**src/rtl/core/gsdc_pkg.sv**
```systemverilog
package gsdc_pkg;

  localparam int TIME_W      = 32;
  localparam int DELAY_W     = 16;
  localparam int STEPS_W     = 12;
  localparam int POS_W       = 13;
  localparam int SPEED_W     = 10;
  localparam int INTERVAL_W  = 6;
  localparam int PROD_W      = SPEED_W + INTERVAL_W;
  localparam int CFG_INDEX_W = 2;
  localparam int CFG_DATA_W  = 16;

  localparam logic [DELAY_W-1:0]    DELAY_RESET   = DELAY_W'(50);
  localparam logic [STEPS_W-1:0]    STEPS_RESET   = STEPS_W'(258);
  localparam logic [POS_W-1:0]      POS_RESET     = POS_W'(258);
  localparam logic [1:0]            PHASE_RESET   = 2'd3;
  localparam logic [INTERVAL_W-1:0] INTERVAL_BASE = INTERVAL_W'(5);
  localparam logic [PROD_W-1:0]     SPEED_SCALE   = PROD_W'(50);

  localparam logic [CFG_INDEX_W-1:0] REG_DEBOUNCE_DELAY = CFG_INDEX_W'(0);
  localparam logic [CFG_INDEX_W-1:0] REG_FULL_STEPS     = CFG_INDEX_W'(1);

  typedef enum logic [1:0] {
    MODE_STOP = 2'd0,
    MODE_FWD  = 2'd1,
    MODE_BACK = 2'd2
  } mode_t;

  // one-hot wave drive, indexed by phase
  localparam logic [3:0] COIL_FWD  [4] = '{4'b0001, 4'b0010, 4'b0100, 4'b1000};
  localparam logic [3:0] COIL_BACK [4] = '{4'b1000, 4'b0100, 4'b0010, 4'b0001};

endpackage

```
**src/rtl/core/gsdc_tick_if.sv**
```systemverilog
interface gsdc_tick_if;
  import gsdc_pkg::*;

  logic               valid;
  logic               ready;
  logic               button_a_level;
  logic               button_b_level;
  logic [SPEED_W-1:0] speed_sample;

  modport source (output valid, output button_a_level, output button_b_level,
                  output speed_sample, input ready);
  modport sink   (input valid, input button_a_level, input button_b_level,
                  input speed_sample, output ready);
endinterface

```
**src/rtl/core/gsdc_drive_if.sv**
```systemverilog
interface gsdc_drive_if;
  import gsdc_pkg::*;

  logic             valid;
  logic             ready;
  logic [3:0]       coil_pattern;
  logic             forward_lamp;
  logic             backward_lamp;
  logic [POS_W-1:0] position;
  logic [1:0]       motion_mode;

  modport source (output valid, output coil_pattern, output forward_lamp,
                  output backward_lamp, output position, output motion_mode, input ready);
  modport sink   (input valid, input coil_pattern, input forward_lamp,
                  input backward_lamp, input position, input motion_mode, output ready);
endinterface

```
**src/rtl/core/gate_stepper_debounce_controller_core.sv**
```systemverilog
// Channel  Dir  Beat contents
// tick     in   button_a_level, button_b_level, speed_sample (one ms tick)
// drive    out  coil_pattern, forward_lamp, backward_lamp, position, motion_mode
// cfg      in   cfg_we, cfg_index, cfg_data (write only)
//
// One tick beat per cycle while no drive beat is stalled; its drive beat appears the cycle after acceptance.
// The controller state registers are the drive payload; drive.valid marks it.
// tick.ready is high while no drive beat is pending or it is taken this cycle.
// Synchronous active-high rst loads the register defaults; no clearing pass.
module gate_stepper_debounce_controller_core (
  input  logic                             clk,
  input  logic                             rst,
  input  logic                             cfg_we,
  input  logic [gsdc_pkg::CFG_INDEX_W-1:0] cfg_index,
  input  logic [gsdc_pkg::CFG_DATA_W-1:0]  cfg_data,
  gsdc_tick_if.sink                        tick,
  gsdc_drive_if.source                     drive
);
  import gsdc_pkg::*;

  logic [DELAY_W-1:0] debounce_delay;
  logic [STEPS_W-1:0] full_steps;

  logic [TIME_W-1:0]  tick_time;
  logic               last_raw_a, stable_a, last_raw_b, stable_b;
  logic [TIME_W-1:0]  change_time_a, change_time_b;
  mode_t              mode_reg;
  logic [TIME_W-1:0]  step_start_time;
  logic [1:0]         phase_index;
  logic [POS_W-1:0]   step_position;
  logic [3:0]         coil_reg;
  logic [1:0]         lamp_toggles;
  logic [1:0]         lamp_pins;
  logic               out_valid;

  logic               tick_acc;
  logic [TIME_W-1:0]  now;
  logic [TIME_W-1:0]  change_time_a_next, change_time_b_next;
  logic               stable_a_next, stable_b_next;
  logic               press_a, press_b;
  mode_t              mode_next;
  logic [PROD_W-1:0]  speed_prod;
  logic [INTERVAL_W-1:0] interval;
  logic               move;
  logic               step_due;
  logic [1:0]         phase_next;
  logic [1:0]         lamp_toggles_next;
  logic [1:0]         lamp_pins_next;
  logic [POS_W-1:0]   step_position_next;
  logic [3:0]         coil_next;

  assign tick.ready = !out_valid || drive.ready;
  assign tick_acc   = tick.valid && tick.ready;
  assign now        = tick_time + TIME_W'(1);

  always_comb begin
    change_time_a_next = (tick.button_a_level != last_raw_a) ? now : change_time_a;
    change_time_b_next = (tick.button_b_level != last_raw_b) ? now : change_time_b;
    stable_a_next = stable_a;
    stable_b_next = stable_b;
    press_a = 1'b0;
    press_b = 1'b0;
    if ((now - change_time_a_next) > TIME_W'(debounce_delay) &&
        tick.button_a_level != stable_a) begin
      stable_a_next = tick.button_a_level;
      press_a = tick.button_a_level;
    end
    if ((now - change_time_b_next) > TIME_W'(debounce_delay) &&
        tick.button_b_level != stable_b) begin
      stable_b_next = tick.button_b_level;
      press_b = tick.button_b_level;
    end
  end

  // A steps toward forward, B toward backward; both together cancel
  always_comb begin
    mode_next = mode_reg;
    if (press_a && !press_b) begin
      unique case (mode_reg)
        MODE_BACK: mode_next = MODE_STOP;
        default:   mode_next = MODE_FWD;
      endcase
    end else if (press_b && !press_a) begin
      unique case (mode_reg)
        MODE_FWD: mode_next = MODE_STOP;
        default:  mode_next = MODE_BACK;
      endcase
    end
  end

  assign speed_prod = PROD_W'(tick.speed_sample) * SPEED_SCALE;
  assign interval   = speed_prod[PROD_W-1:SPEED_W] + INTERVAL_BASE;

  always_comb begin
    unique case (mode_next)
      MODE_FWD:  move = step_position <= POS_W'(full_steps);
      MODE_BACK: move = step_position != '0;
      default:   move = 1'b0;
    endcase
    step_due = move && ((now - step_start_time) >= TIME_W'(interval));
  end

  always_comb begin
    phase_next         = phase_index + 2'd1;
    lamp_toggles_next  = lamp_toggles;
    lamp_pins_next     = lamp_pins;
    step_position_next = step_position;
    coil_next          = coil_reg;
    if (mode_next == MODE_STOP) begin
      lamp_pins_next = 2'b00;
    end else if (step_due) begin
      if (mode_next == MODE_FWD) begin
        step_position_next   = step_position + POS_W'(1);
        lamp_toggles_next[0] = !lamp_toggles[0];
        lamp_pins_next[0]    = !lamp_toggles[0];
        coil_next            = COIL_FWD[phase_next];
      end else begin
        step_position_next   = step_position - POS_W'(1);
        lamp_toggles_next[1] = !lamp_toggles[1];
        lamp_pins_next[1]    = !lamp_toggles[1];
        coil_next            = COIL_BACK[phase_next];
      end
    end
  end

  always_ff @(posedge clk) begin
    if (rst) begin
      debounce_delay  <= DELAY_RESET;
      full_steps      <= STEPS_RESET;
      tick_time       <= '0;
      last_raw_a      <= 1'b0;
      stable_a        <= 1'b0;
      change_time_a   <= '0;
      last_raw_b      <= 1'b0;
      stable_b        <= 1'b0;
      change_time_b   <= '0;
      mode_reg        <= MODE_STOP;
      step_start_time <= '0;
      phase_index     <= PHASE_RESET;
      step_position   <= POS_RESET;
      coil_reg        <= '0;
      lamp_toggles    <= '0;
      lamp_pins       <= '0;
      out_valid       <= 1'b0;
    end else begin
      if (cfg_we) begin
        unique case (cfg_index)
          REG_DEBOUNCE_DELAY: debounce_delay <= cfg_data[DELAY_W-1:0];
          REG_FULL_STEPS: begin
            full_steps    <= cfg_data[STEPS_W-1:0];
            step_position <= POS_W'(cfg_data[STEPS_W-1:0]);
          end
          default: ;
        endcase
      end
      if (tick_acc) begin
        tick_time     <= now;
        last_raw_a    <= tick.button_a_level;
        stable_a      <= stable_a_next;
        change_time_a <= change_time_a_next;
        last_raw_b    <= tick.button_b_level;
        stable_b      <= stable_b_next;
        change_time_b <= change_time_b_next;
        mode_reg      <= mode_next;
        lamp_pins     <= lamp_pins_next;
        if (step_due) begin
          step_start_time <= now;
          phase_index     <= phase_next;
          step_position   <= step_position_next;
          coil_reg        <= coil_next;
          lamp_toggles    <= lamp_toggles_next;
        end
        out_valid <= 1'b1;
      end else if (drive.ready) begin
        out_valid <= 1'b0;
      end
    end
  end

  assign drive.valid         = out_valid;
  assign drive.coil_pattern  = coil_reg;
  assign drive.forward_lamp  = lamp_pins[0];
  assign drive.backward_lamp = lamp_pins[1];
  assign drive.position      = step_position;
  assign drive.motion_mode   = mode_reg;

  a_stall_blocks_tick: assert property (@(posedge clk) disable iff (rst)
    (out_valid && !drive.ready) |-> !tick.ready)
    else $error("tick accepted while drive beat stalled");

  a_coil_one_hot: assert property (@(posedge clk) disable iff (rst)
    $onehot0(coil_reg))
    else $error("coil pattern not one-hot");

  a_stop_lamps_low: assert property (@(posedge clk) disable iff (rst)
    (tick_acc && mode_next == MODE_STOP) |=> (lamp_pins == 2'b00))
    else $error("lamps lit in stop");

  a_position_hold: assert property (@(posedge clk) disable iff (rst)
    (!tick_acc && !(cfg_we && cfg_index == REG_FULL_STEPS)) |=> $stable(step_position))
    else $error("position moved without tick or write");

  a_step_one: assert property (@(posedge clk) disable iff (rst)
    (tick_acc && step_due && mode_next == MODE_FWD && !cfg_we)
      |=> (step_position == $past(step_position) + POS_W'(1)))
    else $error("forward step did not advance position by one");

endmodule

```
**src/flat_wrapper.sv**
```systemverilog
// flat-port wrapper written by rule: the top's interface ports become plain ports
module gate_stepper_debounce_controller_core_flat import gsdc_pkg::*;
  (clk, rst, cfg_we, cfg_index, cfg_data, tick_valid, tick_button_a_level, tick_button_b_level, tick_speed_sample, tick_ready, drive_valid, drive_coil_pattern, drive_forward_lamp, drive_backward_lamp, drive_position, drive_motion_mode, drive_ready);
  gsdc_tick_if tick_i ();
  gsdc_drive_if drive_i ();
  input  logic clk;
  input  logic rst;
  input  logic cfg_we;
  input  logic [gsdc_pkg::CFG_INDEX_W-1:0] cfg_index;
  input  logic [gsdc_pkg::CFG_DATA_W-1:0] cfg_data;
  input wire logic [$bits(tick_i.valid)-1:0] tick_valid;
  input wire logic [$bits(tick_i.button_a_level)-1:0] tick_button_a_level;
  input wire logic [$bits(tick_i.button_b_level)-1:0] tick_button_b_level;
  input wire logic [$bits(tick_i.speed_sample)-1:0] tick_speed_sample;
  output wire logic [$bits(tick_i.ready)-1:0] tick_ready;
  output wire logic [$bits(drive_i.valid)-1:0] drive_valid;
  output wire logic [$bits(drive_i.coil_pattern)-1:0] drive_coil_pattern;
  output wire logic [$bits(drive_i.forward_lamp)-1:0] drive_forward_lamp;
  output wire logic [$bits(drive_i.backward_lamp)-1:0] drive_backward_lamp;
  output wire logic [$bits(drive_i.position)-1:0] drive_position;
  output wire logic [$bits(drive_i.motion_mode)-1:0] drive_motion_mode;
  input wire logic [$bits(drive_i.ready)-1:0] drive_ready;
  assign tick_i.valid = tick_valid;
  assign tick_i.button_a_level = tick_button_a_level;
  assign tick_i.button_b_level = tick_button_b_level;
  assign tick_i.speed_sample = tick_speed_sample;
  assign tick_ready = tick_i.ready;
  assign drive_valid = drive_i.valid;
  assign drive_coil_pattern = drive_i.coil_pattern;
  assign drive_forward_lamp = drive_i.forward_lamp;
  assign drive_backward_lamp = drive_i.backward_lamp;
  assign drive_position = drive_i.position;
  assign drive_motion_mode = drive_i.motion_mode;
  assign drive_i.ready = drive_ready;
  gate_stepper_debounce_controller_core u_core (.clk(clk), .rst(rst), .cfg_we(cfg_we), .cfg_index(cfg_index), .cfg_data(cfg_data), .tick(tick_i), .drive(drive_i));
endmodule
```
**config.mk**
```make
export PLATFORM = sky130hd
export DESIGN_NAME = gate_stepper_debounce_controller_core_flat
export DESIGN_NICKNAME = d
export VERILOG_FILES = /design/src/rtl/core/gsdc_pkg.sv /design/src/rtl/core/gsdc_tick_if.sv /design/src/rtl/core/gsdc_drive_if.sv /design/src/rtl/core/gate_stepper_debounce_controller_core.sv /design/src/flat_wrapper.sv
export SDC_FILE = /design/constraint.sdc
export NUM_CORES = 1
export LEC_CHECK = 0
export BUFFER_PORTS_ARGS = -buffer_cell sky130_fd_sc_hd__buf_2
export CAP_MARGIN = 20
export CORE_MARGIN = 2
export CORE_UTILIZATION = 50
export CTS_CLUSTER_SIZE = 14
export DETAILED_ROUTE_END_ITERATION = 12
export PLACE_DENSITY = 0.69
export SKIP_CTS_REPAIR_TIMING = 1
export SYNTH_ARGS = -nofsm -noshare
export SYNTH_HDL_FRONTEND = slang
export SYNTH_SLANG_ARGS = --single-unit
```
**constraint.sdc**
```tcl
create_clock -name clk -period 15.4 [get_ports clk]
set_input_delay 0.77 -clock clk [delete_from_list [all_inputs] [get_ports clk]]
set_output_delay 0.77 -clock clk [all_outputs]
set_load 0.03 [all_outputs]
```
==> results by group <==
Outcome
  • Run status: complete, no violations

Routing
  • Iter 0 DRT Violations: 2061
  • Wire per inst: 20.8 um
  • DRC viols: 0
  • Drt first pass iters: 6
  • Drt total wl: 63.0 mm
  • Vias/cell: 6.44
  • DRT antenna net count: 0
  • Via count: 19500

Synthesis
  • Post-synth EDFFs: 0
  • Syn Inst Count: 2561
  • Main synth FF type: dfxtp_1
  • Avg Cell Area, Syn: 7.51 um^2
  • Synth cell types: 101
  • Seq cells post-synth: 186
  • Yosys warns: 0
  • Seq/Total Area, Yosys: 19.4%
  • Synth async-reset ratio: 0%
  • Cell area after synthesis: 19200 um^2
  • Mapped Nets: 2740

STA
  • Final setup margin: 3.68 ns
  • RSZ-0062 raised after global routing: no
  • Crit path time final: 11.72 ns
  • Skew final: 0.0182 ns
  • Final Cycle Share: 76.1%
  • Final hold viol count: 0
  • Fin. max-slew vios: 0
  • Fmax achieved: 85.3 MHz
  • Slew of the pin with the lowest slew margin: 1.13 ns
  • Max transition margin: 23.4%
  • Final setup TNS: 0 ns
  • Final setup violation count: 0

Clocking
  • Num Clock Sinks: 186
  • Reg clk slew, reported paths: 0.08 ns
  • Clk root buf: clkbuf_16
  • Max clock buf depth: 2
  • Worst skew pair latency: 0.48 ns
  • CTS tree: yes
  • H-tree depth: 4
  • CTS buffer count: 17

Place
  • DP Cell Count: 2996
  • HPWL Detailed: 47.8 mm
  • Post-DP Area: 19800 um^2
  • Gpl congestion: 0.998
  • Pre-CTS WS: 3.60 ns
  • PortBufs: 57

Setup path
  • Worst Path Required: 15.77 ns
  • FF-to-FF End: u_core.drive.position[11]
  • Critical path's most frequent cell: a21oi_1
  • CP Buf/Inv Count: 2
  • Crit path largest cell delay: 0.67 ns
  • Slowest-stage cell, CP: dfxtp_1
  • CP max FO: 15
  • Crit path max-delay family: compound AO/OA/AOI/OAI gates
  • CP startpoint kind: flop
  • Worst Reg-to-Reg Cells: 53
  • Worst r2r src: u_core.tick_time[0]
  • Critical Path Sink Type: flop
  • Reg-to-reg setup timing slack: 3.68 ns
  • Critical setup path kind: reg2reg
  • CP arrival: 12.09 ns

Cells and area
  • # fillers: 3620
  • Multi-input gate area: 14400 um^2
  • Post-route cell area: 20400 um^2
  • Number of diodes: 0
  • Nets: 2684
  • Sequential Area: 3720 um^2
  • Area Overhead vs Synth: 6.07%
  • Layout cells sized above 1: 7.47%
  • Finished Layout Cells: 3029

Die
  • Overall die width: 200 um
  • Die Y: 200 um
  • Die area: 40100 um^2
  • Core Region: 37800 um^2
  • # rows: 71
  • Initial Util: 51.0%
  • IO Count: 58

GRT
  • Vias in the first global route: 17900
  • First-pass GRT wire length: 100 mm
  • All-Layer GR Usage: 30.9%
  • Largest net degree at the start of global routing: 111
  • Grt ovf: 0
  • Initial antenna violation count: 1

Power and ir drop
  • Pwr/cell area: 95.3 nW/um^2
  • Power Total: 1.95 mW
  • Peak supply drop: 0.0952 mV
  • Leakage Power: 8.03 nW

Min path
  • Worst Hold Launch: u_core.debounce_delay[10]
  • Hold depth: 2
  • Hold Path Class: reg2reg
  • Hold-critical path endpoint: u_core.debounce_delay[10]

Flow run
  • Number of max-cap violations: 0
==> report_power, final <==
group	switching (mW)	total, mW	internal [mW]
registers	0.0390	0.550	0.511
logic	0.550	0.908	0.358
clock network	0.238	0.487	0.249
==> flip-flops by register name (all words and copies together) (netlist names) <==
register	count
u_core.stable_a	1
u_core.change_time_b	32
u_core.change_time_a	32
u_core.lamp_pins	2
u_core.debounce_delay	16
u_core.drive.motion_mode	2
u_core.last_raw_b	1
u_core.tick_time	32
u_core.last_raw_a	1
u_core.phase_index	2
u_core.step_start_time	32
u_core.stable_b	1
u_core.full_steps	12
u_core.drive.position	13
u_core.lamp_toggles	2
u_core.drive.coil_pattern	4
u_core.drive.valid	1
==> final cells by class <==
cell class / instances / area share (%)
flip-flops and latches: 186 / 18.2
clock buffers: 17 / 2.08
well taps: 511 / 3.13
multi-input cells: 2079 / 70.6
repair buffers: 80 / 2.37
clock inverters: 15 / 0.987
inverters: 141 / 2.59
==> tightest hold or removal path, stage by stage, from the launching register on <==
cell,delay (ns)
dfxtp_1,0.31
nand2_1,0.05
a21oi_1,0.05
==> synth_stat cells (21+ instances only) <==
library cell | instances | area (um^2)
a211oi_1 | 113 | 848
a21o_1 | 42 | 315
a21oi_1 | 201 | 1010
a31oi_1 | 22 | 138
and2_1 | 25 | 156
and3_1 | 26 | 163
buf_1 | 21 | 78.8
buf_2 | 32 | 160
clkbuf_1 | 90 | 338
dfxtp_1 | 186 | 3720
ha_1 | 136 | 1700
inv_1 | 140 | 526
maj3_1 | 21 | 210
mux2i_1 | 21 | 210
nand2_1 | 234 | 878
nand2b_1 | 27 | 169
nand3_1 | 62 | 310
nand4_1 | 42 | 263
nor2_1 | 290 | 1090
nor2b_1 | 31 | 194
nor3_1 | 63 | 315
nor4_1 | 25 | 156
o211ai_1 | 31 | 233
o21a_1 | 24 | 180
o21ai_0 | 120 | 601
or3_1 | 28 | 175
xnor2_1 | 78 | 683
xnor3_1 | 36 | 811
xor2_1 | 36 | 315
==> cell families (layout without fill, tap and decap cells) <==
kind of cell,count (synthesis),after routing,synth area share [%]
buffers and inverters,296,253,6.24
AND/OR/NAND/NOR,930,930,23.6
adder cells (fa/ha/maj),167,167,10.9
flip-flops,186,186,19.4
multiplexers,29,29,1.62
AO/OA/AOI/OAI,803,803,28.9
XOR/XNOR,150,150,9.40
==> stage by stage <==
| stage | util [%] | hold slack, ns |
|---|---|---|
| 2_1_floorplan | - | 0.436 |
| 3_3_place_gp | 52.3 | 0.444 |
| 3_5_place_dp | 52.3 | 0.450 |
| 4_1_cts | 54.0 | 0.462 |
| 5_1_grt | 54.0 | 0.482 |
| 6_report | 54.0 | 0.459 |
==> cell usage in the layout, fill, tap and decap left out, types with 56 or more instances in the layout <==
cell      instances
a211oi_1        113
a21oi_1         201
buf_2            56
dfxtp_1         186
ha_1            136
inv_1           140
nand2_1         233
nand3_1          62
nor2_1          288
nor3_1           63
o21ai_0         120
xnor2_1          76
==> layer usage <==
| layer | routed length [um] | global-route usage, % |
|---|---|---|
| met1 | 28200 | 44.1 |
| met2 | 27800 | 47.7 |
| met3 | 5080 | 4.10 |
| met4 | 1940 | 11.2 |
| met5 | 13 | 0 |
==> worst max-delay path by stage <==
| stage | startpoint | to | cells past startpoint |
|---|---|---|---|
| after floorplan | tick_button_a_level | u_core.drive.position[11] | 58 |
| after global placement | tick_button_a_level | u_core.drive.position[12] | 54 |
| after detailed placement | tick_button_a_level | u_core.drive.position[11] | 53 |
| after CTS | u_core.tick_time[0] | u_core.drive.position[11] | 53 |
| after global routing | u_core.tick_time[0] | u_core.drive.position[11] | 53 |
| final | u_core.tick_time[0] | u_core.drive.position[11] | 53 |
No activity file was read; power rests on OpenSTA's default activity.
